==> src/rtl/cubic_bspline_curve_sampler_macros.svh <==
// Assertion macros used by the sampler controller.
`ifndef CUBIC_BSPLINE_CURVE_SAMPLER_MACROS_SVH
`define CUBIC_BSPLINE_CURVE_SAMPLER_MACROS_SVH

// Consequent must hold in the same cycle as the antecedent.
`define CBS_ASSERT_NOW(label, ante, cons, msg) \
	label: assert property (@(posedge clk) disable iff (!arst_n) (ante) |-> (cons)) \
		else $error(msg);

// Consequent must hold in the cycle after the antecedent.
`define CBS_ASSERT_NEXT(label, ante, cons, msg) \
	label: assert property (@(posedge clk) disable iff (!arst_n) (ante) |=> (cons)) \
		else $error(msg);

`endif

==> src/rtl/cbs_pkg.sv <==
package cbs_pkg;

	localparam int unsigned PT_W   = 32;
	localparam int unsigned ACC_W  = 40;
	localparam int unsigned PROD_W = 58;
	localparam int unsigned T_W    = 17;
	localparam int unsigned N_W    = 5;
	localparam int unsigned DIV_W  = 48;
	localparam int unsigned CHUNK_W = 16;

	localparam logic [N_W-1:0] N_MAX   = 5'd30;
	localparam logic [N_W-1:0] N_RESET = 5'd30;

	// Bias that makes every Horner sum non-negative and is a multiple of six.
	localparam logic [ACC_W-1:0] DIV_BIAS   = 40'd824633720832;
	localparam logic [DIV_W:0]   DIV_OFFSET = 49'd137438953472;
	// ceil(2^21 / 6), exact for dividends below 6 * 2^16.
	localparam logic [18:0] RECIP6 = 19'd349526;

	typedef logic [T_W-1:0] t_tab_t [32];
	typedef logic [N_W-1:0] r_tab_t [32];

	localparam t_tab_t T_QUOT = '{
		17'd0, 17'(65536/1), 17'(65536/2), 17'(65536/3), 17'(65536/4),
		17'(65536/5), 17'(65536/6), 17'(65536/7), 17'(65536/8), 17'(65536/9),
		17'(65536/10), 17'(65536/11), 17'(65536/12), 17'(65536/13), 17'(65536/14),
		17'(65536/15), 17'(65536/16), 17'(65536/17), 17'(65536/18), 17'(65536/19),
		17'(65536/20), 17'(65536/21), 17'(65536/22), 17'(65536/23), 17'(65536/24),
		17'(65536/25), 17'(65536/26), 17'(65536/27), 17'(65536/28), 17'(65536/29),
		17'(65536/30), 17'd0
	};

	localparam r_tab_t T_REM = '{
		5'd0, 5'(65536%1), 5'(65536%2), 5'(65536%3), 5'(65536%4),
		5'(65536%5), 5'(65536%6), 5'(65536%7), 5'(65536%8), 5'(65536%9),
		5'(65536%10), 5'(65536%11), 5'(65536%12), 5'(65536%13), 5'(65536%14),
		5'(65536%15), 5'(65536%16), 5'(65536%17), 5'(65536%18), 5'(65536%19),
		5'(65536%20), 5'(65536%21), 5'(65536%22), 5'(65536%23), 5'(65536%24),
		5'(65536%25), 5'(65536%26), 5'(65536%27), 5'(65536%28), 5'(65536%29),
		5'(65536%30), 5'd0
	};

	typedef enum logic [1:0] {
		OUT_SAMPLE,
		OUT_LEAD,
		OUT_POINT
	} out_sel_t;

	typedef enum logic [1:0] {
		HS_A,
		HS_B,
		HS_C
	} hstep_t;

	typedef struct packed {
		logic           accept;
		logic           wr_win;
		logic [1:0]     wr_idx;
		logic           shift_win;
		logic           coef;
		logic           kind;
		logic           t_clear;
		logic           t_step;
		logic           mul;
		logic           add;
		hstep_t         hstep;
		logic           div_init;
		logic           div_step;
		logic           out_load;
		out_sel_t       out_sel;
		logic           out_last;
		logic [N_W-1:0] n;
	} dp_cmd_t;

	typedef struct packed {
		logic out_free;
	} dp_stat_t;

endpackage

==> src/rtl/cbs_ctrl.sv <==
`include "cubic_bspline_curve_sampler_macros.svh"

module cbs_ctrl (
	input  logic                    clk,
	input  logic                    arst_n,
	input  logic                    s_tvalid,
	output logic                    s_tready,
	input  logic                    s_tlast,
	input  logic                    cfg_valid,
	output logic                    cfg_ready,
	input  logic [cbs_pkg::N_W-1:0] cfg_data,
	output cbs_pkg::dp_cmd_t        cmd,
	input  cbs_pkg::dp_stat_t       stat
);

	typedef enum logic [3:0] {
		ST_IDLE,
		ST_LEAD,
		ST_COEF,
		ST_MUL,
		ST_ADD,
		ST_DIVI,
		ST_DIV,
		ST_PUT,
		ST_TAIL
	} state_t;

	state_t                  state_q;
	logic [1:0]              held_q;
	logic                    streaming_q;
	logic                    last_q;
	logic                    kind_q;
	logic [cbs_pkg::N_W-1:0] j_q;
	cbs_pkg::hstep_t         hstep_q;
	logic [1:0]              dstep_q;
	logic [cbs_pkg::N_W-1:0] n_cfg_q;
	logic [cbs_pkg::N_W-1:0] n_eff;
	logic                    accept;
	logic                    seg_end;

	assign cfg_ready = 1'b1;
	assign s_tready  = (state_q == ST_IDLE);
	assign accept    = s_tvalid && s_tready;
	assign seg_end   = (j_q == n_eff);

	always_comb begin
		if (n_cfg_q == '0) begin
			n_eff = cbs_pkg::N_W'(1);
		end else if (n_cfg_q > cbs_pkg::N_MAX) begin
			n_eff = cbs_pkg::N_MAX;
		end else begin
			n_eff = n_cfg_q;
		end
	end

	always_comb begin
		cmd           = '0;
		cmd.n         = n_eff;
		cmd.kind      = kind_q;
		cmd.hstep     = hstep_q;
		cmd.out_sel   = cbs_pkg::OUT_SAMPLE;
		case (state_q)
			ST_IDLE: begin
				cmd.accept = accept;
				cmd.wr_win = accept && (held_q != 2'd3);
				cmd.wr_idx = held_q;
			end
			ST_LEAD: begin
				cmd.out_load = stat.out_free;
				cmd.out_sel  = cbs_pkg::OUT_LEAD;
			end
			ST_COEF: begin
				cmd.coef    = 1'b1;
				cmd.t_clear = 1'b1;
			end
			ST_MUL:  cmd.mul = 1'b1;
			ST_ADD:  cmd.add = 1'b1;
			ST_DIVI: cmd.div_init = 1'b1;
			ST_DIV:  cmd.div_step = 1'b1;
			ST_PUT: begin
				cmd.out_load  = stat.out_free;
				cmd.out_last  = seg_end && !kind_q && !last_q;
				cmd.t_step    = stat.out_free;
				cmd.shift_win = stat.out_free && seg_end && !kind_q && !last_q;
			end
			ST_TAIL: begin
				cmd.out_load = stat.out_free;
				cmd.out_sel  = cbs_pkg::OUT_POINT;
				cmd.out_last = 1'b1;
			end
			default: begin
			end
		endcase
	end

	always_ff @(posedge clk or negedge arst_n) begin
		if (!arst_n) begin
			state_q     <= ST_IDLE;
			held_q      <= '0;
			streaming_q <= 1'b0;
			last_q      <= 1'b0;
			kind_q      <= 1'b0;
			j_q         <= '0;
			hstep_q     <= cbs_pkg::HS_A;
			dstep_q     <= '0;
			n_cfg_q     <= cbs_pkg::N_RESET;
		end else begin
			if (cfg_valid && cfg_ready) begin
				n_cfg_q <= cfg_data;
			end
			case (state_q)
				ST_IDLE: begin
					if (accept) begin
						if (held_q != 2'd3) begin
							held_q <= s_tlast ? 2'd0 : held_q + 2'd1;
							if (s_tlast) begin
								streaming_q <= 1'b0;
							end
						end else begin
							last_q  <= s_tlast;
							kind_q  <= 1'b0;
							state_q <= streaming_q ? ST_COEF : ST_LEAD;
						end
					end
				end
				ST_LEAD: begin
					if (stat.out_free) begin
						streaming_q <= 1'b1;
						state_q     <= ST_COEF;
					end
				end
				ST_COEF: begin
					j_q     <= '0;
					hstep_q <= cbs_pkg::HS_A;
					state_q <= ST_MUL;
				end
				ST_MUL: state_q <= ST_ADD;
				ST_ADD: begin
					if (hstep_q == cbs_pkg::HS_C) begin
						state_q <= ST_DIVI;
					end else begin
						hstep_q <= cbs_pkg::hstep_t'(hstep_q + 2'd1);
						state_q <= ST_MUL;
					end
				end
				ST_DIVI: begin
					dstep_q <= '0;
					state_q <= ST_DIV;
				end
				ST_DIV: begin
					dstep_q <= dstep_q + 2'd1;
					if (dstep_q == 2'd2) begin
						state_q <= ST_PUT;
					end
				end
				ST_PUT: begin
					if (stat.out_free) begin
						if (seg_end) begin
							if (!kind_q && last_q) begin
								kind_q  <= 1'b1;
								state_q <= ST_COEF;
							end else if (!kind_q) begin
								state_q <= ST_IDLE;
							end else begin
								state_q <= ST_TAIL;
							end
						end else begin
							j_q     <= j_q + cbs_pkg::N_W'(1);
							hstep_q <= cbs_pkg::HS_A;
							state_q <= ST_MUL;
						end
					end
				end
				ST_TAIL: begin
					if (stat.out_free) begin
						held_q      <= '0;
						streaming_q <= 1'b0;
						state_q     <= ST_IDLE;
					end
				end
				default: state_q <= ST_IDLE;
			endcase
		end
	end

	`CBS_ASSERT_NOW(a_load_when_free, cmd.out_load, stat.out_free, "output loaded while full")
	`CBS_ASSERT_NOW(a_j_in_range, state_q == ST_PUT, j_q <= n_eff, "sample index past segment")
	`CBS_ASSERT_NEXT(a_run_end_idle, cmd.out_load && cmd.out_last, state_q == ST_IDLE,
		"run ended without returning to idle")

endmodule

==> config.mk <==
export PLATFORM = sky130hd
export DESIGN_NAME = cbs_ctrl
export DESIGN_NICKNAME = d
export VERILOG_FILES = /design/src/rtl/cbs_pkg.sv /design/src/rtl/cbs_ctrl.sv
export VERILOG_INCLUDE_DIRS = /design/src /design/src/rtl
export SDC_FILE = /design/constraint.sdc
export NUM_CORES = 1
export LEC_CHECK = 0
export BUFFER_PORTS_ARGS = -buffer_cell sky130_fd_sc_hd__buf_2
export CORE_ASPECT_RATIO = 0.8
export CORE_MARGIN = 4
export CORE_UTILIZATION = 40
export CTS_BUF_LIST = sky130_fd_sc_hd__clkbuf_16
export DETAILED_ROUTE_END_ITERATION = 16
export PLACE_DENSITY = 0.61
export SLEW_MARGIN = 20
export SYNTH_ARGS = -nofsm -noshare
export SYNTH_HDL_FRONTEND = slang
export SYNTH_SLANG_ARGS = --single-unit
==> constraint.sdc <==
create_clock -name clk -period 2.1 [get_ports clk]
set_input_delay 0.315 -clock clk [delete_from_list [all_inputs] [get_ports clk]]
set_output_delay 0.315 -clock clk [all_outputs]
set_load 0.03 [all_outputs]
Word level (Yosys, flattened, before mapping)
Index checks and enable logic that the tools add are counted.
{ "op_classes": {"n_eq_ne": 24, "n_addsub": 4, "mux": 50, "n_bitwise": 1, "reduce_logical": 26, "n_lt_le_gt_ge": 1} }
{ "ops": {"columns": ["op", "count"], "rows": [
  ["$mux W4", 10],
  ["$pmux W4 S9", 1],
  ["$mux W5", 4],
  ["$ne A2 B2 Y1 const B", 10],
  ["$mux W1", 18],
  ["$reduce_and A6 Y1", 3],
  ["$eq A4 B3 Y1 const B", 4],
  ["$mux W2", 8],
  ["$pmux W2 S2", 3],
  ["$pmux W5 S2", 1],
  ["$eq A4 B2 Y1 const B", 2],
  ["$logic_and A1 B1 Y1", 8],
  ["$reduce_and A4 Y1", 2],
  ["$reduce_bool A2 Y1", 4],
  ["$add A2 B1 Y2 const B", 3],
  ["$ne A2 B1 Y1 const B", 3],
  ["$pmux W2 S3", 1],
  ["$reduce_and A3 Y1", 2],
  ["$reduce_bool A3 Y1", 2],
  ["$add A5 B1 Y5 const B", 1],
  ["$eq A5 B5 Y1", 1],
  ["$gt A5 B5 Y1 const B", 1],
  ["$logic_not A5 Y1", 1],
  ["$eq A2 B2 Y1 const B", 2],
  ["9 further kinds", 11]
]} }
{ "totals": {"register_bits": 23, "input_bits": 11, "wordCells": 115, "out_inout_bits": 26} }

Depth between registers and ports, before layout
{ "depth": {"ltp_word": 8, "depth_mapped": 7, "ltp_nobuf": 7} }

Worst setup path after synthesis
OpenSTA, ideal clock, no wires.
{ "synth_timing": {"kind": "register to output", "startpoint": "reg state_q[3]", "endpoint": "out cmd[22] (netlist name)", "path_buffers": 1, "arrival_time_ns": 2.265, "t_required_ns": 1.785, "setup_slack_ns": -0.480, "stages_incl_launch_ff": 5, "cell_sequence": "dfrtp_1 > clkbuf_1 > nor4_2 > and2_1 > nor2b_1"} }
{ "synth_lines": {"columns": ["element", "line", "text"], "rows": [
  ["from (decl)", "cbs_ctrl.sv:28", "state_t state_q;"],
  ["from (signal assigned)", "cbs_ctrl.sv:122", "state_q <= streaming_q ? ST_COEF : ST_LEAD;"],
  ["to (decl)", "cbs_ctrl.sv:12", "output cbs_pkg::dp_cmd_t cmd,"]
]} }

==> results by group <==
STA
  – Setup ws final: -0.0769 ns
  – Hold WS: 0.0318 ns
  – Fmax: 0.459 GHz
  – Fin crit period: 2.18 ns
  – Slew @ Worst Pin: 0.532 ns
  – RSZ-0062 raised after global routing: true
  – Hold Vio Cnt, Final: 0
  – Slew headroom: 0.646
  – Final Cycle Share: 1.04
  – Setup-failing EPs final: 2
  – Worst Skew: 0.00213 ns
  – Max-slew violations: 0

Detailed routing
  – Detailed-router iteration count before antenna repair: 4
  – Final wirelength: 4070 um
  – Routed Antenna Nets: 0
  – Via count: 1,466
  – 1st-iter DRT viols: 121
  – DRC viols: 0
  – Routed WL per cell: 14.3 um
  – Vias per inst: 5.16

Synth
  – Synth Instances: 180
  – Synth Flop Type: dfrtp_1
  – Unique masters post-synth: 48
  – Yosys Warn Count: 0
  – Mean Syn Cell Area: 8.88 um2
  – Synth top area share: 0.297
  – Biggest area consumer among synthesized cells: dfrtp_1
  – Synth Cell Area: 0.00160 mm2
  – Seq/Total Area, Yosys: 0.363
  – Main area contributors after synthesis: dfrtp_1, dfstp_2, mux2_2
  – Post-synth EDFFs: 0
  – Post-synth top cells: dfrtp_1, nand2_1, inv_1
  – Async SR Flop Fraction: 1.00
  – Syn_nets: 195
  – Number of synthesized register bits: 23
  – Count leader, synth: dfrtp_1

Worst setup path
  – Reg2Reg Depth: 7
  – CP arrival: 1.86 ns
  – Worst setup SP type: register
  – Critical Path Fanout Max: 4
  – Critical path class: register to output pin
  – Flop-to-flop setup slack: 0.11 ns
  – Launch point of the worst path: n_cfg_q[3]
  – Worst Path Required: 1.78 ns
  – R2R Path Start: n_cfg_q[4]
  – RR Endpoint: state_q[1]
  – CP endpoint kind: output pin

Die
  – FP Rows: 20
  – Die H: 64.6 um
  – Starting Density: 0.418
  – Die X: 78.7 um
  – Core area: 0.00383 mm2
  – Die Area: 0.00508 mm2
  – Boundary pin count: 37

Clock network
  – Worst-path clk slew: 0.06 ns
  – Total CTS buffers: 3
  – CTS Root Buffer Type: clkbuf_16
  – CTS tree: built
  – Worst-case clock buffer depth: 2
  – TritonCTS Sinks: 23
  – Clock Latency Late Sink: 0.25 ns
  – H-tree levels: 1

Layout
  – Area growth, synth to finish: 32.6%
  – Post-route cell area: 0.00212 mm2
  – Fillers: 360
  – Post-layout net count: 245
  – Diode count: 0
  – Final Util: 0.554
  – Share of cells above drive strength 1: 0.402

Pwr
  – Pwr/cell area: 1120 mW/mm2
  – Power, Total: 2380 uW
  – Leak pwr: 0.00101 uW
  – Maximum vdd drop: 0.000696 V

Hold path
  – Hold Path Class: input pin to asynchronous set/reset pin

Placed design
  – Routability cong.: 0.809
  – Port buffer count: 35
  – Post-DP Area: 0.00190 mm2
  – Hpwl dp: 2950 um

Status
  – Failing checks: negative setup slack
  – Status: finished with violations

Global route
  – Vias in the first global route: 1,584
  – First-pass GRT wire length: 7170 um
  – Global route overflow: 0
  – Initial antenna violation count: 0
  – Total GRT Usage: 0.176
  – Pin count of the biggest net entering global routing: 24

Flow run
  – Max cap viols: 0
registers in the layout, indices dropped and copies added, names as in the netlist:
register	cells
hstep_q	2
j_q	5
kind_q	1
n_cfg_q	5
dstep_q	2
last_q	1
streaming_q	1
held_q	2
state_q	4
power breakdown:
group	total (uW)	switching [uW]	internal, uW
logic	1260	722	539
registers	703	139	564
clock network	414	158	256
per-stage QoR:
step                      setup WS [ns]  TNS (ns)  std cells
after global routing             -0.157    -0.253        284
after global placement            0.108         0        268
after detailed placement         0.0437         0        268
after CTS                        -0.103    -0.129        281
final                           -0.0769   -0.0921        284
after floorplan                -0.00827  -0.00827        180
layer usage:
layer  vias to the layer above  track usage  wire [um]
met5                         -            0          0
met4                         0       0.0524         67
met3                         6       0.0417        174
met2                        36        0.303       2000
met1                       700        0.218       1820
li1                        724            -          -
repair_timing:
item | CTS | global route
gates resized for setup | 11 | 3
endpoints found under the hold margin | 0 | 0
buffers inserted | 9 | 3
setup endpoints to repair | 2 | 4
hold buffers | 0 | 0
pin swaps | 4 | 4
kinds of logic after synthesis:
group	after synthesis	synth area share
buf+inv	29	0.0822
simple gates	62	0.205
flops	23	0.363
fa+ha+maj	4	0.0313
xor+xnor	8	0.0485
other cells	1	0.00235
compound gates	39	0.174
mux	14	0.0931
final cells by class:
cell class              instances  area (um2)  share of cell area
multi-input cells             128         958               0.452
clock inverters                 1        5.00             0.00236
repair buffers                 60         379               0.179
flip-flops and latches         23         581               0.274
clock buffers                   3        75.1              0.0354
inverters                      14        52.6              0.0248
well taps                      55        68.8              0.0325
worst max-delay path by stage:
stage,to,slack (ns),cells past startpoint
final,cmd[5],-0.08,7
after global routing,cmd[5],-0.16,7
after CTS,cmd[5],-0.10,6
after detailed placement,cmd[5],0.04,6
after global placement,cmd[5],0.11,6
after floorplan,cmd[22],-0.008,4
worst max-delay path, stage by stage (launching register included):
cell     delay [ns]
dfstp_2        0.57
buf_4          0.12
xnor2_1        0.14
nand4_1        0.16
inv_2          0.14
nand3_2        0.11
o31ai_4        0.20
buf_6          0.16
cell usage in the layout, fill, tap and decap left out, types with 3 or more instances in the layout:
cell type,Yosys,layout
buf_4,3,24
nand2_2,1,3
clkbuf_16,0,3
nor3_1,7,7
nand2_1,16,14
nand3_1,7,6
buf_6,0,3
dfrtp_1,19,19
buf_2,5,33
o21ai_0,8,8
and2_1,6,5
nor2b_1,4,3
mux2_2,7,7
nand2b_1,5,5
ha_1,4,4
nor2_1,6,5
inv_1,14,13
mux2i_1,7,7
a31oi_1,4,4
dfstp_2,4,4
o211ai_1,5,5
a21oi_1,3,3
xnor2_1,7,7
No activity file was read; power rests on OpenSTA's default activity.
